==> src/design/romaji_word_token_scanner_core_defines.svh <==
// Assertion macros shared by the romaji word token scanner RTL.
`ifndef ROMAJI_WORD_TOKEN_SCANNER_CORE_DEFINES_SVH
`define ROMAJI_WORD_TOKEN_SCANNER_CORE_DEFINES_SVH

// Check a condition in the same cycle as its trigger.
`define RWTS_ASSERT_SAME(label, clk, rst_n, ante, cons, msg) \
	label: assert property (@(posedge clk) disable iff (!rst_n) (ante) |-> (cons)) \
		else $error(msg);

// Check a condition in the cycle after its trigger.
`define RWTS_ASSERT_NEXT(label, clk, rst_n, ante, cons, msg) \
	label: assert property (@(posedge clk) disable iff (!rst_n) (ante) |=> (cons)) \
		else $error(msg);

`endif

==> src/design/rwts_pkg.sv <==
// Types, constants and lexicon table of the romaji word token scanner.
`default_nettype none
package rwts_pkg;

	localparam int QUEUE_DEPTH = 2;
	localparam int RES_COUNT   = 19;
	localparam int RES_MAX_LEN = 12;
	localparam int EOFM_SLOT   = 18;

	// Character class produced by the front end
	typedef enum logic [3:0] {
		CC_VOWEL,
		CC_N,
		CC_S,
		CC_T,
		CC_C,
		CC_H,
		CC_Y,
		CC_C5,
		CC_C6,
		CC_OTHER
	} char_class_t;

	// Syllable automaton states
	typedef enum logic [3:0] {
		ST_START,
		ST_VOWEL,
		ST_VOWEL_N,
		ST_C,
		ST_T,
		ST_CONS,
		ST_NEED_VOWEL,
		ST_S,
		ST_DEAD
	} dfa_state_t;

	// Token codes
	typedef enum logic [3:0] {
		TOK_WORD1,
		TOK_WORD2,
		TOK_PERIOD,
		TOK_VERB,
		TOK_VERBNEG,
		TOK_VERBPAST,
		TOK_VERBPASTNEG,
		TOK_IS,
		TOK_WAS,
		TOK_OBJECT,
		TOK_SUBJECT,
		TOK_DESTINATION,
		TOK_PRONOUN,
		TOK_CONNECTOR,
		TOK_ERROR,
		TOK_EOFM
	} token_t;

	// One character as it travels from front to back
	typedef struct packed {
		logic [7:0]  ch;
		logic        last_char;
		char_class_t cls;
	} item_t;

	localparam logic [7:0] CH_DOT     = 8'h2E;
	localparam logic [7:0] CH_UPPER_I = 8'h49;
	localparam logic [7:0] CH_UPPER_E = 8'h45;

	// Reserved words, right justified (first character in the highest used byte)
	localparam logic [RES_MAX_LEN*8-1:0] RES_TEXT [RES_COUNT] = '{
		"masu", "masen", "mashita", "masendeshita", "desu", "deshita",
		"o", "wa", "ni", "watashi", "anata", "kare", "kanojo", "sore",
		"mata", "soshite", "shikashi", "dakara", "eofm"
	};

	localparam logic [3:0] RES_LEN [RES_COUNT] = '{
		4'd4, 4'd5, 4'd7, 4'd12, 4'd4, 4'd7, 4'd1, 4'd2, 4'd2, 4'd7,
		4'd5, 4'd4, 4'd6, 4'd4, 4'd4, 4'd7, 4'd8, 4'd6, 4'd4
	};

	localparam token_t RES_CODE [RES_COUNT] = '{
		TOK_VERB, TOK_VERBNEG, TOK_VERBPAST, TOK_VERBPASTNEG, TOK_IS, TOK_WAS,
		TOK_OBJECT, TOK_SUBJECT, TOK_DESTINATION, TOK_PRONOUN, TOK_PRONOUN,
		TOK_PRONOUN, TOK_PRONOUN, TOK_PRONOUN, TOK_CONNECTOR, TOK_CONNECTOR,
		TOK_CONNECTOR, TOK_CONNECTOR, TOK_EOFM
	};

	// True when character c at position idx agrees with reserved word r
	function automatic logic res_match(input int r, input logic [3:0] idx,
			input logic [7:0] c);
		logic [6:0] ofs;
		logic       hit;
		ofs = 7'd0;
		hit = 1'b0;
		if (idx < RES_LEN[r]) begin
			ofs = {3'd0, 4'(RES_LEN[r] - 4'd1 - idx)} << 3;
			hit = (RES_TEXT[r][ofs +: 8] == c);
		end
		return hit;
	endfunction

endpackage
`default_nettype wire

==> src/design/rwts_front.sv <==
// Front end: accepts characters and classifies them for the automaton.
`default_nettype none
`include "romaji_word_token_scanner_core_defines.svh"
module rwts_front (
	input  wire logic          clk,
	input  wire logic          arst_n,
	input  wire logic          in_valid,
	output logic               in_ready,
	input  wire logic [7:0]    in_ch,
	input  wire logic          in_last,
	output logic               out_valid,
	input  wire logic          out_ready,
	output rwts_pkg::item_t    out_item
);
	import rwts_pkg::*;

	logic        valid_s1;
	item_t       item_s1;
	char_class_t cls;

	// Classify the incoming character
	always_comb begin
		case (in_ch) inside
			"a", "e", "i", "o", "u", "I", "E": cls = CC_VOWEL;
			"n":                               cls = CC_N;
			"s":                               cls = CC_S;
			"t":                               cls = CC_T;
			"c":                               cls = CC_C;
			"h":                               cls = CC_H;
			"y":                               cls = CC_Y;
			"b", "g", "k", "m", "p", "r":      cls = CC_C5;
			"d", "j", "w", "z":                cls = CC_C6;
			default:                           cls = CC_OTHER;
		endcase
	end

	assign in_ready  = !valid_s1 || out_ready;
	assign out_valid = valid_s1;
	assign out_item  = item_s1;

	// Hold the stage until the queue takes it
	always_ff @(posedge clk or negedge arst_n) begin
		if (!arst_n) begin
			valid_s1 <= 1'b0;
		end else if (in_ready) begin
			valid_s1 <= in_valid;
		end
	end

	always_ff @(posedge clk) begin
		if (in_ready && in_valid) begin
			item_s1.ch        <= in_ch;
			item_s1.last_char <= in_last;
			item_s1.cls       <= cls;
		end
	end

	`RWTS_ASSERT_NEXT(a_front_hold, clk, arst_n, valid_s1 && !out_ready, valid_s1,
		"front stage dropped a stalled character")

endmodule
`default_nettype wire

==> src/design/rwts_queue.sv <==
// Short queue between front end and back end.
`default_nettype none
`include "romaji_word_token_scanner_core_defines.svh"
module rwts_queue #(
	parameter int DEPTH = rwts_pkg::QUEUE_DEPTH
) (
	input  wire logic          clk,
	input  wire logic          arst_n,
	input  wire logic          push_valid,
	output logic               push_ready,
	input  wire rwts_pkg::item_t push_item,
	output logic               pop_valid,
	input  wire logic          pop_ready,
	output rwts_pkg::item_t    pop_item
);
	import rwts_pkg::*;

	localparam int PTR_W   = (DEPTH > 1) ? $clog2(DEPTH) : 1;
	localparam int COUNT_W = $clog2(DEPTH + 1);

	item_t              mem_q [DEPTH];
	logic [PTR_W-1:0]   wr_ptr_q;
	logic [PTR_W-1:0]   rd_ptr_q;
	logic [COUNT_W-1:0] count_q;
	logic               push;
	logic               pop;

	assign push_ready = (count_q != COUNT_W'(DEPTH));
	assign pop_valid  = (count_q != '0);
	assign push       = push_valid && push_ready;
	assign pop        = pop_valid && pop_ready;
	assign pop_item   = mem_q[rd_ptr_q];

	// Advance pointers and occupancy
	always_ff @(posedge clk or negedge arst_n) begin
		if (!arst_n) begin
			wr_ptr_q <= '0;
			rd_ptr_q <= '0;
			count_q  <= '0;
		end else begin
			if (push) begin
				wr_ptr_q <= (wr_ptr_q == PTR_W'(DEPTH - 1)) ? '0 : wr_ptr_q + 1'b1;
			end
			if (pop) begin
				rd_ptr_q <= (rd_ptr_q == PTR_W'(DEPTH - 1)) ? '0 : rd_ptr_q + 1'b1;
			end
			if (push && !pop) begin
				count_q <= count_q + 1'b1;
			end else if (pop && !push) begin
				count_q <= count_q - 1'b1;
			end
		end
	end

	// Store entries
	always_ff @(posedge clk) begin
		if (push) begin
			mem_q[wr_ptr_q] <= push_item;
		end
	end

	`RWTS_ASSERT_SAME(a_queue_bound, clk, arst_n, 1'b1, count_q <= COUNT_W'(DEPTH),
		"queue occupancy above depth")
	`RWTS_ASSERT_NEXT(a_queue_count, clk, arst_n, push && !pop,
		count_q == $past(count_q) + 1'b1, "queue count missed a push")

endmodule
`default_nettype wire

==> src/design/rwts_back.sv <==
// Back end: syllable automaton, reserved-word match and token decision.
`default_nettype none
`include "romaji_word_token_scanner_core_defines.svh"
module rwts_back (
	input  wire logic            clk,
	input  wire logic            arst_n,
	input  wire logic            in_valid,
	output logic                 in_ready,
	input  wire rwts_pkg::item_t in_item,
	output logic                 out_valid,
	input  wire logic            out_ready,
	output rwts_pkg::token_t     out_token
);
	import rwts_pkg::*;

	dfa_state_t           state_q;
	logic [RES_COUNT-1:0] hits_q;
	logic [3:0]           idx_q;
	logic                 dot_q;
	logic                 out_valid_q;
	token_t               token_q;

	dfa_state_t           state_d;
	logic [RES_COUNT-1:0] ok;
	logic [RES_COUNT-1:0] full;
	logic                 dot_d;
	token_t               token_d;
	logic                 take;

	// Drain non-final characters freely; a final one needs room in the output
	assign in_ready  = !in_item.last_char || !out_valid_q || out_ready;
	assign take      = in_valid && in_ready;
	assign out_valid = out_valid_q;
	assign out_token = token_q;

	// Automaton next state
	always_comb begin
		state_d = ST_DEAD;
		case (state_q)
			ST_START, ST_VOWEL, ST_VOWEL_N: begin
				case (in_item.cls)
					CC_VOWEL:           state_d = ST_VOWEL;
					CC_N:               state_d = (state_q == ST_VOWEL) ? ST_VOWEL_N : ST_CONS;
					CC_C5, CC_H:        state_d = ST_CONS;
					CC_C6, CC_Y:        state_d = ST_NEED_VOWEL;
					CC_T:               state_d = ST_T;
					CC_C:               state_d = ST_C;
					CC_S:               state_d = ST_S;
					default:            state_d = ST_DEAD;
				endcase
			end
			ST_C: state_d = (in_item.cls == CC_H) ? ST_NEED_VOWEL : ST_DEAD;
			ST_T: begin
				if (in_item.cls == CC_S) state_d = ST_NEED_VOWEL;
				else if (in_item.cls == CC_VOWEL) state_d = ST_VOWEL;
			end
			ST_CONS: begin
				if (in_item.cls == CC_Y) state_d = ST_NEED_VOWEL;
				else if (in_item.cls == CC_VOWEL) state_d = ST_VOWEL;
			end
			ST_NEED_VOWEL: state_d = (in_item.cls == CC_VOWEL) ? ST_VOWEL : ST_DEAD;
			ST_S: begin
				if (in_item.cls == CC_H) state_d = ST_NEED_VOWEL;
				else if (in_item.cls == CC_VOWEL) state_d = ST_VOWEL;
			end
			default: state_d = ST_DEAD;
		endcase
	end

	// Compare against every reserved word at once
	always_comb begin
		for (int r = 0; r < RES_COUNT; r++) begin
			ok[r]   = res_match(r, idx_q, in_item.ch);
			full[r] = ok[r] && hits_q[r] && ({1'b0, idx_q} + 5'd1 == {1'b0, RES_LEN[r]});
		end
	end

	assign dot_d = dot_q && (idx_q == 4'd0) && (in_item.ch == CH_DOT);

	// Pick the token for a final character
	always_comb begin
		token_d = TOK_ERROR;
		if (full[EOFM_SLOT]) begin
			token_d = TOK_EOFM;
		end else if (state_d == ST_START || state_d == ST_VOWEL || state_d == ST_VOWEL_N) begin
			token_d = (in_item.ch == CH_UPPER_I || in_item.ch == CH_UPPER_E) ?
				TOK_WORD2 : TOK_WORD1;
			for (int r = 0; r < RES_COUNT; r++) begin
				if (full[r]) token_d = RES_CODE[r];
			end
		end else if (dot_d) begin
			token_d = TOK_PERIOD;
		end
	end

	// Advance per-word state; clear it after the final character
	always_ff @(posedge clk or negedge arst_n) begin
		if (!arst_n) begin
			state_q     <= ST_START;
			hits_q      <= '1;
			idx_q       <= '0;
			dot_q       <= 1'b1;
			out_valid_q <= 1'b0;
		end else begin
			if (take && in_item.last_char) begin
				out_valid_q <= 1'b1;
			end else if (out_ready) begin
				out_valid_q <= 1'b0;
			end
			if (take) begin
				if (in_item.last_char) begin
					state_q <= ST_START;
					hits_q  <= '1;
					idx_q   <= '0;
					dot_q   <= 1'b1;
				end else begin
					state_q <= state_d;
					hits_q  <= hits_q & ok;
					dot_q   <= dot_d;
					if (idx_q != 4'd15) begin
						idx_q <= idx_q + 4'd1;
					end
				end
			end
		end
	end

	always_ff @(posedge clk) begin
		if (take && in_item.last_char) begin
			token_q <= token_d;
		end
	end

	`RWTS_ASSERT_NEXT(a_back_word_clear, clk, arst_n, take && in_item.last_char,
		state_q == ST_START && hits_q == '1 && idx_q == 4'd0 && dot_q && out_valid_q,
		"per-word state not cleared after final character")

endmodule
`default_nettype wire

==> src/design/romaji_word_token_scanner_core.sv <==
// Top level of the romaji word token scanner.
// Takes one word character per transaction on the s_axis side, tlast on the
// final character, and gives one token code on the m_axis side per word.
// Sustains one character per clock unless a final character is held behind a
// waiting token. A token is presented on m_axis after its final character is
// accepted and passes the front register, then the queue, then the output
// register, loaded as the back end takes the character. Throughput is set by
// the back end, which updates the syllable automaton and all 19 reserved-word
// comparators for one character a cycle. While a token waits on m_axis_tready
// the back end keeps taking ordinary characters and holds only the next final
// character; the queue and the front register then fill before s_axis_tready
// drops. No clearing pass follows reset.
`default_nettype none
module romaji_word_token_scanner_core #(
	parameter int QUEUE_DEPTH = rwts_pkg::QUEUE_DEPTH
) (
	input  wire logic       clk,
	input  wire logic       arst_n,
	input  wire logic       s_axis_tvalid,
	output logic            s_axis_tready,
	input  wire logic [7:0] s_axis_tdata,   // [7:0] ch
	input  wire logic       s_axis_tlast,   // last_char
	output logic            m_axis_tvalid,
	input  wire logic       m_axis_tready,
	output logic [7:0]      m_axis_tdata    // [3:0] token_type, [7:4] zero
);
	import rwts_pkg::*;

	logic   fq_valid;
	logic   fq_ready;
	item_t  fq_item;
	logic   qb_valid;
	logic   qb_ready;
	item_t  qb_item;
	token_t token;

	rwts_front u_front (
		.clk       (clk),
		.arst_n    (arst_n),
		.in_valid  (s_axis_tvalid),
		.in_ready  (s_axis_tready),
		.in_ch     (s_axis_tdata),
		.in_last   (s_axis_tlast),
		.out_valid (fq_valid),
		.out_ready (fq_ready),
		.out_item  (fq_item)
	);

	rwts_queue #(
		.DEPTH (QUEUE_DEPTH)
	) u_queue (
		.clk        (clk),
		.arst_n     (arst_n),
		.push_valid (fq_valid),
		.push_ready (fq_ready),
		.push_item  (fq_item),
		.pop_valid  (qb_valid),
		.pop_ready  (qb_ready),
		.pop_item   (qb_item)
	);

	rwts_back u_back (
		.clk       (clk),
		.arst_n    (arst_n),
		.in_valid  (qb_valid),
		.in_ready  (qb_ready),
		.in_item   (qb_item),
		.out_valid (m_axis_tvalid),
		.out_ready (m_axis_tready),
		.out_token (token)
	);

	assign m_axis_tdata = {4'd0, token};

endmodule
`default_nettype wire

==> config.mk <==
export PLATFORM = sky130hd
export DESIGN_NAME = romaji_word_token_scanner_core
export DESIGN_NICKNAME = d
export VERILOG_FILES = /design/src/design/rwts_pkg.sv /design/src/design/rwts_front.sv /design/src/design/rwts_queue.sv /design/src/design/rwts_back.sv /design/src/design/romaji_word_token_scanner_core.sv
export VERILOG_INCLUDE_DIRS = /design/src /design/src/design
export SDC_FILE = /design/constraint.sdc
export NUM_CORES = 1
export LEC_CHECK = 0
export BUFFER_PORTS_ARGS = -buffer_cell sky130_fd_sc_hd__buf_2
export CAP_MARGIN = 0
export CORE_ASPECT_RATIO = 0.8
export CORE_MARGIN = 2
export CORE_UTILIZATION = 40
export CTS_BUF_LIST = sky130_fd_sc_hd__clkbuf_8
export DETAILED_ROUTE_END_ITERATION = 12
export GPL_ROUTABILITY_DRIVEN = 0
export PLACE_DENSITY_LB_ADDON = 0.3
export SKIP_LAST_GASP = 1
export SLEW_MARGIN = 20
export SYNTH_ARGS = -nofsm -noshare
export SYNTH_HDL_FRONTEND = slang
export SYNTH_SLANG_ARGS = --single-unit
==> constraint.sdc <==
create_clock -name clk -period 3.5 [get_ports clk]
set_clock_uncertainty 0.2 [all_clocks]
set_input_delay 0.175 -clock clk [delete_from_list [all_inputs] [get_ports clk]]
set_output_delay 0.175 -clock clk [all_outputs]
set_load 0.02 [all_outputs]
==> key figures, run 1 <==
STA
  • Post-layout min period: 3430 ps
  • Slew Viols, Final: 0
  • Part of the cycle the worst path needs: 0.979
  • Setup-failing EPs final: 0
  • Final-report hold violation count: 0
  • F_max: 292 MHz
  • Slew at the pin closest to its max-slew limit: 898 ps
  • Worst hold slack: 224 ps
  • Slew headroom: 0.395
  • RSZ-0062 raised after global routing: true

Yosys
  • YS warnings: 0
  • Post-synth EDFFs: 43
  • Synth unique cells: 83
  • Sequential area share after synthesis: 0.331
  • Cells after Synth: 753
  • Synth Flop Type: edfxtp_1
  • Async set-or-reset flop fraction in the synthesized netlist: 0.442
  • Synth Register Bits: 77
  • Synth Cell Area: 0.00654 sq mm
  • Syn Area/Cell: 8.68 sq um

CTS
  • # clock sinks: 77
  • Total CTS buffers: 9
  • CTS root buf: clkbuf_8
  • Worst-skew pair later-pin latency: 380 ps
  • CTS Buffer Depth: 2
  • CTS tree: built
  • H-tree Lvls: 3
  • Reg clk slew, reported paths: 100 ps

Floorplanning
  • Die height: 118 um
  • Die X: 147 um
  • Starting Density: 0.411
  • Full die area: 0.0174 sq mm
  • Core box area: 0.0159 sq mm
  • I/O Pins: 23
  • Rows: 41

Critical path
  • Kind of critical path: register to register
  • FF-to-FF setup slack: 70 ps
  • CP most frequent cell: a2bb2oi_1
  • Crit-path leading delay family: compound AO/OA/AOI/OAI gates
  • Required @ worst endpoint: 3520 ps
  • Reg2reg start: u_back.idx_q[2]
  • R2r endpoint: u_back.out_token[2]
  • Max stage delay on crit path: 510 ps
  • Critical path startpoint category: register
  • R2r worst-path depth: 12
  • Critical path arrival: 3450 ps
  • Buf+Inv Stages, Crit Path: 2
  • CP Capture Type: register
  • Worst Path Max Fanout: 10
  • Max stage delay cell, worst path: a2111o_1
  • Critical path, cell by cell: clkinvlp_4, buf_4, ha_4, mux2i_4, xnor2_1, o31ai_1, a2bb2oi_1, a2111o_1, a2bb2oi_1, a2111oi_2, nor4_1, o21ai_1

Placement
  • Placed insts: 1018
  • Post-DP HPWL: 15.1 mm
  • I/O Buffers: 18

Final layout
  • Final Non-Filler Cells: 1054
  • Ant. Diodes: 0
  • Area grow syn2layout: 19.9%
  • # nets final: 870
  • Share of cells above drive strength 1: 0.242

GRT
  • First-pass GRT wire length: 31.6 mm
  • Initial antenna violation count: 0
  • GR Util All Layers: 0.234
  • Pin count of the biggest net entering global routing: 35
  • GRT overflow: 0
  • Vias in the first global route: 5713

Drt
  • Total vias in the final route: 6411
  • Starting DRT DRC Count: 740
  • Vias per cell: 6.08
  • Routed WL: 21.0 mm
  • Antenna-violating nets left: 0
  • DRT Pass-1 Iters: 6
  • WL/cell: 20.0 um
  • DRC: 0

Status
  • Outcome: completed

Power and ir drop
  • Pwr/cell area: 1010 mW/mm^2
  • Peak supply drop: 692 uV
  • Leakage power: 2.94 nW

Hold path
  • Worst Hold Class: input pin to asynchronous set/reset pin

Job
  • Number of max-cap violations: 0
==> logic make-up after synthesis <==
family                   after synthesis  synth area share
AO/OA/AOI/OAI                        202             0.205
XOR/XNOR                              48            0.0643
adder cells (fa/ha/maj)               23            0.0440
buffers and inverters                 75            0.0582
flip-flops                            77             0.331
multiplexers                          27            0.0520
other                                  1          0.000574
AND/OR/NAND/NOR                      300             0.244
==> report_power, final <==
| group | switching, mW | internal (mW) | leakage (nW) | total, mW |
|---|---|---|---|---|
| combinational | 3.24 | 2.29 | 2.06 | 5.53 |
| sequential | 0.292 | 1.43 | 0.782 | 1.72 |
| clock | 0.366 | 0.333 | 0.0968 | 0.699 |
==> synthesized netlist by cell type (4+ instances only) <==
| master | number | area [sq um] |
|---|---|---|
| buf_6 | 5 | 56.3 |
| a31oi_1 | 13 | 81.3 |
| clkbuf_1 | 22 | 82.6 |
| nand3b_1 | 5 | 37.5 |
| ha_1 | 23 | 288 |
| nor3_1 | 29 | 145 |
| a2bb2oi_1 | 5 | 43.8 |
| a211o_1 | 4 | 35.0 |
| dfstp_2 | 20 | 526 |
| o31ai_1 | 10 | 75.1 |
| and3_1 | 13 | 81.3 |
| buf_2 | 15 | 75.1 |
| or3_1 | 6 | 37.5 |
| o21ai_0 | 57 | 285 |
| a32oi_1 | 6 | 52.6 |
| inv_1 | 22 | 82.6 |
| and2_1 | 8 | 50.1 |
| buf_4 | 7 | 52.6 |
| xor2_1 | 4 | 35.0 |
| edfxtp_1 | 43 | 1290 |
| nor3b_1 | 6 | 45.0 |
| dfrtp_1 | 14 | 350 |
| xnor2_1 | 44 | 385 |
| o221ai_1 | 4 | 35.0 |
| o22ai_1 | 4 | 25.0 |
| mux2i_2 | 5 | 68.8 |
| nor2b_1 | 25 | 156 |
| a21oi_1 | 40 | 200 |
| nand3_1 | 30 | 150 |
| nor2_1 | 44 | 165 |
| nand2_1 | 72 | 270 |
| nand2b_1 | 17 | 106 |
| mux2_4 | 6 | 90.1 |
| o21ai_1 | 4 | 20.0 |
| a211oi_1 | 9 | 67.6 |
| mux2i_1 | 8 | 80.1 |
| mux2_2 | 6 | 67.6 |
| nor4_1 | 12 | 75.1 |
| nand4_1 | 13 | 81.3 |
| o211ai_1 | 7 | 52.6 |
==> sequential cells by signal, summed over array words and instances, names as in the netlist <==
name and flops:
u_back.out_valid 1, u_front.out_valid 1, u_queue.wr_ptr_q 1, u_back.state_q 4, u_front.out_item 13, u_back.out_token 4, u_back.idx_q 4, u_queue.mem_q 26
u_back.dot_q 1, u_back.hits_q 19, u_queue.rd_ptr_q 1, u_queue.count_q 2
==> layer usage <==
| layer | vias to the layer above | global-route usage | part of all wire |
|---|---|---|---|
| li1 | 2950 | - | - |
| met1 | 3040 | 0.338 | 0.44 |
| met2 | 361 | 0.329 | 0.41 |
| met3 | 60 | 0.0803 | 0.11 |
| met4 | 0 | 0.0673 | 0.030 |
| met5 | - | 0 | 0 |
==> timing repair <==
action	CTS	global route
resized for setup	0	36
hold endpoints to repair	25	0
pin swaps	0	10
setup buffers	0	8
hold buffers	12	0
setup endpoints to repair	1	4
==> final cells by class <==
class	instances	area, sq um
Multi-Input combinational cell	604	4200
Fill cell	1528	8060
Clock inverter	7	73.8
Tap cell	215	269
Clock buffer	9	124
Inverter	24	93.8
Timing Repair Buffer	118	908
Sequential cell	77	2170
==> cells in the final DEF, fill, tap and decap left out, types with 5 or more instances in the layout <==
cell type and n:
o211ai_1 7, mux2i_1 6, a32oi_1 6, o21ai_1 6, nor3b_1 6, or3_1 6, dlygate4sd3_1 12, nand3_1 29
and3_1 13, mux2i_2 6, dfrtp_1 12, nor3_1 27, a211oi_1 9, xnor2_1 42, and2_1 8, nand2_1 72
dfstp_2 20, buf_4 85, a31oi_1 12, inv_1 19, buf_2 18, ha_1 19, mux2_4 6, nor2_1 44
nand4_1 13, a21oi_1 39, mux2_2 6, nor2b_1 23, nand3b_1 5, clkbuf_8 9, nand2b_1 17, nor4_1 9
o31ai_1 9, o21ai_0 55, edfxtp_1 43
==> worst max path at each step <==
stage,startpoint,end,slack (ps),cells past startpoint
2_1_floorplan,u_back.idx_q[2],u_back.out_token[1],10,12
3_3_place_gp,u_back.idx_q[1],u_back.out_token[0],50,12
3_5_place_dp,u_back.idx_q[1],u_back.out_token[0],60,12
4_1_cts,u_back.idx_q[1],u_back.out_token[1],-10,13
5_1_grt,u_back.idx_q[2],u_back.out_token[0],-50,11
6_report,u_back.idx_q[2],u_back.out_token[2],70,12
==> stage by stage <==
stage               utilization  TNS (ps)  power, mW  setup slack, ps  instance area [sq um]
floorplan                     -         0       5.10             11.1                   6560
global placement          0.457         0       6.77             45.5                   7270
detailed placement        0.457         0       6.75             64.4                   7270
CTS                       0.477     -10.8       7.50            -10.8                   7590
global route              0.493      -113       8.43            -50.1                   7840
finish                    0.493         0       7.95             74.5                   7840
(Power assumes the default switching activity.)
==> inputs of run 2 (changes only) <==
Settings changed: CELL_PAD_IN_SITES_DETAIL_PLACEMENT set to 1, CELL_PAD_IN_SITES_GLOBAL_PLACEMENT set to 2, CORE_UTILIZATION 40 to 37.
==> run 2 against run 1 <==
  * Non-clock buffer count decreased by 13
  * First-iteration DRC count decreased by 49%
  * Combinational power increased by 1%
  * Maximum frequency increased by 0.30%
  * Global-route usage increased by 2.3 points
  * Via count decreased by 1.4%
  * Worst setup slack improved by 10 ps
  * Count of clock-buffer cells in the layout unchanged
  * Die area increased by 7.9%
  * Wire length increased by 15%
  * Sequential share of layout area increased by 0.33 points
  * Sequential cell count unchanged
==> key figures, run 2 (synthesized netlist as in run 1, its figures left out) <==
Drt
  • WL/cell: 23.0 um
  • Antenna-violating nets left: 0
  • DRT Pass-1 Iters: 4
  • Starting DRT DRC Count: 380
  • Routed WL: 24.1 mm
  • Vias per cell: 6.02
  • DRC: 0
  • Total vias in the final route: 6323

CTS
  • CTS root buf: clkbuf_8
  • CTS Buffer Depth: 2
  • Reg clk slew, reported paths: 90 ps
  • H-tree Lvls: 3
  • CTS tree: built
  • Total CTS buffers: 9
  • # clock sinks: 77
  • Worst-skew pair later-pin latency: 370 ps

STA
  • Slew Viols, Final: 0
  • F_max: 293 MHz
  • Post-layout min period: 3420 ps
  • Final-report hold violation count: 0
  • RSZ-0062 raised after global routing: true
  • Slew headroom: 0.361
  • Part of the cycle the worst path needs: 0.976
  • Worst hold slack: 251 ps
  • Slew at the pin closest to its max-slew limit: 959 ps
  • Setup-failing EPs final: 0

Placement
  • I/O Buffers: 18
  • Post-DP HPWL: 18.2 mm

GRT
  • GR Util All Layers: 0.257
  • First-pass GRT wire length: 37.2 mm
  • GRT overflow: 0
  • Initial antenna violation count: 0
  • Pin count of the biggest net entering global routing: 35
  • Vias in the first global route: 6615

Final layout
  • Commonest non-fill, non-tap cells in the layout: nand2_1, buf_4, o21ai_0
  • Max FFs per register: 26
  • # nets final: 857
  • Area grow syn2layout: 18.5%
  • Ant. Diodes: 0
  • Share of cells above drive strength 1: 0.228
  • Top reg by flops: u_queue.mem_q
  • Fillers: 2049
  • Commonest non-fill, non-tap cell in the layout: nand2_1

Power and ir drop
  • Seq pwr share: 0.209
  • Tot Pwr: 8.14 mW
  • Logic pwr share: 0.687
  • Clock power share: 0.104
  • Peak supply drop: 505 uV
  • Switching portion of total power: 0.493
  • Pwr/cell area: 1050 mW/mm^2
  • Leakage power: 2.90 nW
  • Switching power: 4.02 mW
  • Internal power: 4.13 mW

Critical path
  • Critical path arrival: 3450 ps
  • FF-to-FF setup slack: 80 ps
  • CP Capture Type: register
  • R2r endpoint: u_back.out_token[2]
  • R2r worst-path depth: 11
  • Critical path startpoint category: register
  • Kind of critical path: register to register
  • Critical path endpoint: u_back.out_token[2]
  • Required @ worst endpoint: 3530 ps
  • Crit path launch: u_back.idx_q[3]
  • Reg2reg start: u_back.idx_q[3]
  • Worst Path Max Fanout: 5

Floorplanning
  • Die height: 123 um
  • I/O Pins: 23
  • Core box area: 0.0173 sq mm
  • Full die area: 0.0188 sq mm
  • Starting Density: 0.377
  • Rows: 43
  • Die X: 153 um

Hold path
  • Worst Hold Class: register to register

Status
  • Outcome: completed

Job
  • Number of max-cap violations: 0
[run 2: power by group through the flow]
stage                     Clock (mW)  Combinational [mW]  Sequential [mW]
after floorplan                    0                3.45             1.65
after global placement             0                5.07             1.70
after detailed placement           0                5.21             1.73
after CTS                      0.869                5.25             1.72
after global routing           0.903                6.00             1.74
final                          0.849                5.59             1.70
[run 2: critical path: stages, from the launching register on]
cell       delay, ps
dfrtp_1          360
clkinv_1         170
ha_2             290
or3_1            310
and3_1           220
nor3_1           440
o31a_1           430
and3_1           230
o21ai_1          100
a2111oi_2        320
nor4_1            80
o21ai_1          130
[run 2: what timing repair did]
item                                    4_1_cts  5_1_grt
hold buffers                                 12        0
pin swaps                                     0        6
gates resized for setup                       1       33
hold endpoints to repair                     25        0
endpoints found under the setup margin        2        4
setup buffers                                 0        6
[run 2: metrics by stage]
step	worst slack (ps)	cells	instance area [sq um]	util	TNS (ps)
after floorplan	11.1	756	6560	-	0
after global placement	16.1	1017	7190	0.415	0
after detailed placement	-15.3	1017	7190	0.415	-17.8
after CTS	4.49	1045	7560	0.436	0
after global routing	-47.9	1051	7750	0.447	-47.9
final	84.8	1051	7750	0.447	0
[run 2: cell type report]
type,instances,area (sq um),area share
multi-input combinational,604,4150,0.535
clock inverter,7,123,0.0158
timing repair buffer,105,810,0.104
clock buffer,9,124,0.0160
inverter,24,90.1,0.0116
tap,225,282,0.0363
sequential,77,2170,0.280
[run 2: worst min path at each step]
stage,slack (ps),startpoint,to,cells past startpoint
finish,250,u_front.out_item[10],u_queue.mem_q[1][10],0
global route,260,u_front.out_item[10],u_queue.mem_q[1][10],0
CTS,250,u_front.out_item[10],u_queue.mem_q[1][10],0
detailed placement,150,s_axis_tlast,u_front.out_item[4],1
global placement,150,arst_n,u_back.idx_q[1],1
floorplan,-320,arst_n,u_back.idx_q[0],0
[run 2: layer usage]
layer,global-route usage,part of all wire,up-vias
met3,0.0505,0.056,54
li1,-,-,2923
met5,0,0,-
met1,0.330,0.45,3156
met2,0.427,0.46,190
met4,0.111,0.033,0
==> inputs of run 3 (changes only) <==
Settings changed: CORE_ASPECT_RATIO 0.8 to 2.
==> run 3 against run 2 <==
  * Count of clock-buffer cells in the layout stayed put
  * Clock power is 21% lower
  * Non-clock buffer count is 30 higher
  * Core utilization is 1.4 points higher
  * Hold slack worse by 8.8 ps
  * Sequential power hardly changed
  * Global-route usage is 2.5 points higher
==> key figures, run 3 (synthesized netlist as in run 1, its figures left out) <==
Placement
  • I/O Buffers: 18
  • Placed insts: 1029
  • Post-DP HPWL: 20.7 mm
  • Worst slack at placement: -132 ps
  • Placed cell areas: 0.00737 sq mm

Critical path
  • Max stage delay on crit path: 440 ps
  • Kind of critical path: register to register
  • Buf+Inv Stages, Crit Path: 3
  • Critical path, cell by cell: buf_4, buf_4, ha_2, or2_2, o21ai_2, nor4_2, o31ai_2, buf_4, a2111o_1, nor2_1, or3_1, a31oi_1, o21ai_1
  • Critical path arrival: 3330 ps
  • Max stage delay cell, worst path: dfrtp_1
  • Critical path startpoint category: register
  • CP most frequent cell: buf_4
  • Worst Path Max Fanout: 9
  • Crit-path leading delay family: compound AO/OA/AOI/OAI gates
  • Required @ worst endpoint: 3420 ps
  • CP Capture Type: register

Floorplanning
  • Starting Density: 0.379
  • Rows: 68
  • Full die area: 0.0188 sq mm
  • I/O Pins: 23
  • Core box area: 0.0173 sq mm
  • Die height: 192 um
  • Die X: 98 um

Power and ir drop
  • Peak supply drop: 552 uV
  • Tot Pwr: 8.34 mW
  • Leakage power: 3.02 nW
  • Pwr/cell area: 1050 mW/mm^2

STA
  • F_max: 293 MHz
  • Part of the cycle the worst path needs: 0.975
  • Setup-failing EPs final: 0
  • Setup TNS: 0 ps
  • Slew at the pin closest to its max-slew limit: 932 ps
  • Final-report hold violation count: 0
  • Worst hold slack: 242 ps
  • Post-layout min period: 3410 ps
  • RSZ-0062 raised after global routing: true
  • Setup ws final: 88.6 ps
  • Slew headroom: 0.372
  • Slew Viols, Final: 0

CTS
  • CTS root buf: clkbuf_8
  • Worst-skew pair later-pin latency: 370 ps
  • # clock sinks: 77
  • CTS Buffer Depth: 2
  • H-tree Lvls: 3
  • Reg clk slew, reported paths: 90 ps
  • Total CTS buffers: 9
  • CTS tree: built

GRT
  • GRT overflow: 0
  • Initial antenna violation count: 0
  • Vias in the first global route: 7178
  • First-pass GRT wire length: 40.1 mm
  • Pin count of the biggest net entering global routing: 35
  • GR Util All Layers: 0.282

Final layout
  • Ant. Diodes: 0
  • Share of cells above drive strength 1: 0.266
  • Final core utilization: 0.461
  • Fillers: 2060
  • Commonest non-fill, non-tap cells in the layout: buf_4, nand2_1, o21ai_0, nor2_1, edfxtp_1
  • Top reg by flops: u_queue.mem_q
  • Area grow syn2layout: 21.9%
  • Multi-input logic area: 0.00422 sq mm
  • Post-route cell area: 0.00797 sq mm
  • Seq. cell area: 0.00217 sq mm
  • # nets final: 887
  • Final Non-Filler Cells: 1066
  • Commonest non-fill, non-tap cell in the layout: buf_4
  • Max FFs per register: 26

Drt
  • Met2 wire len: 14.1 mm
  • Total vias in the final route: 6533
  • DRT Pass-1 Iters: 5
  • Starting DRT DRC Count: 382
  • DRC: 0
  • Antenna-violating nets left: 0
  • Routed WL: 26.3 mm
  • Top sig layer: met4
  • Vias per cell: 6.13
  • WL/cell: 24.6 um
  • Wl on met1: 8.47 mm
  • Met3 Wirelength: 837 um

Status
  • Outcome: completed

Job
  • Number of max-cap violations: 0

Hold path
  • Worst Hold Class: input pin to asynchronous set/reset pin
run 3: cell count changes in the layout (fill, tap and decap cells not counted), sizes merged:
| cell | delta |
|---|---|
| clkinvlp | +2 |
| clkinv | +1 |
| inv | -1 |
| buf | +30 |
| bufinv | -2 |
run 3: worst paths after layout:
| kind | from | end | slack, ps | cells after the start |
|---|---|---|---|---|
| setup / recovery | u_back.idx_q[1] | u_back.out_token[0] | 90 | 13 |
| hold / removal | arst_n | u_back.idx_q[3] | 240 | 2 |
| setup reg to reg | u_back.idx_q[1] | u_back.out_token[0] | 90 | 13 |
| hold reg to reg | u_front.out_item[7] | u_queue.mem_q[0][7] | 240 | 0 |
| max in group asynchronous | arst_n | u_queue.rd_ptr_q | 2170 | 2 |
| min in group clk | u_front.out_item[7] | u_queue.mem_q[0][7] | 240 | 0 |
run 3: layout make-up:
type,instances,share of cell area
Multi-Input combinational cell,604,0.530
Sequential cell,77,0.273
Timing Repair Buffer,135,0.129
Tap cell,210,0.0330
Clock buffer,9,0.0155
Inverter,24,0.0118
Clock inverter,7,0.00832
run 3: report_power, final:
part / switching, mW / internal (mW) / leakage [nW]
logic: 3.53 / 2.42 / 2.14
registers: 0.290 / 1.43 / 0.782
clock network: 0.346 / 0.326 / 0.101
total: 4.17 / 4.17 / 3.02
run 3: routing by layer:
layer,up-vias,GRT usage
li1,2972,-
met2,205,0.536
met3,127,0.0360
met4,0,0.260
met1,3229,0.248
met5,-,0
run 3: worst reg2reg max path: stages, from the launching register on:
cell and delay, ps:
dfrtp_1 440, buf_4 170, buf_4 180, ha_2 210, or2_2 350, o21ai_2 160
nor4_2 60, o31ai_2 330, buf_4 190, a2111o_1 150, nor2_1 70, or3_1 400
a31oi_1 170, o21ai_1 80
run 3: what timing repair did:
action | CTS | global route
pin swaps | 1 | 13
endpoints found under the setup margin | 3 | 4
buffers inserted | 1 | 8
hold endpoints to repair | 25 | 0
gates resized for setup | 3 | 46
hold buffers | 12 | 0
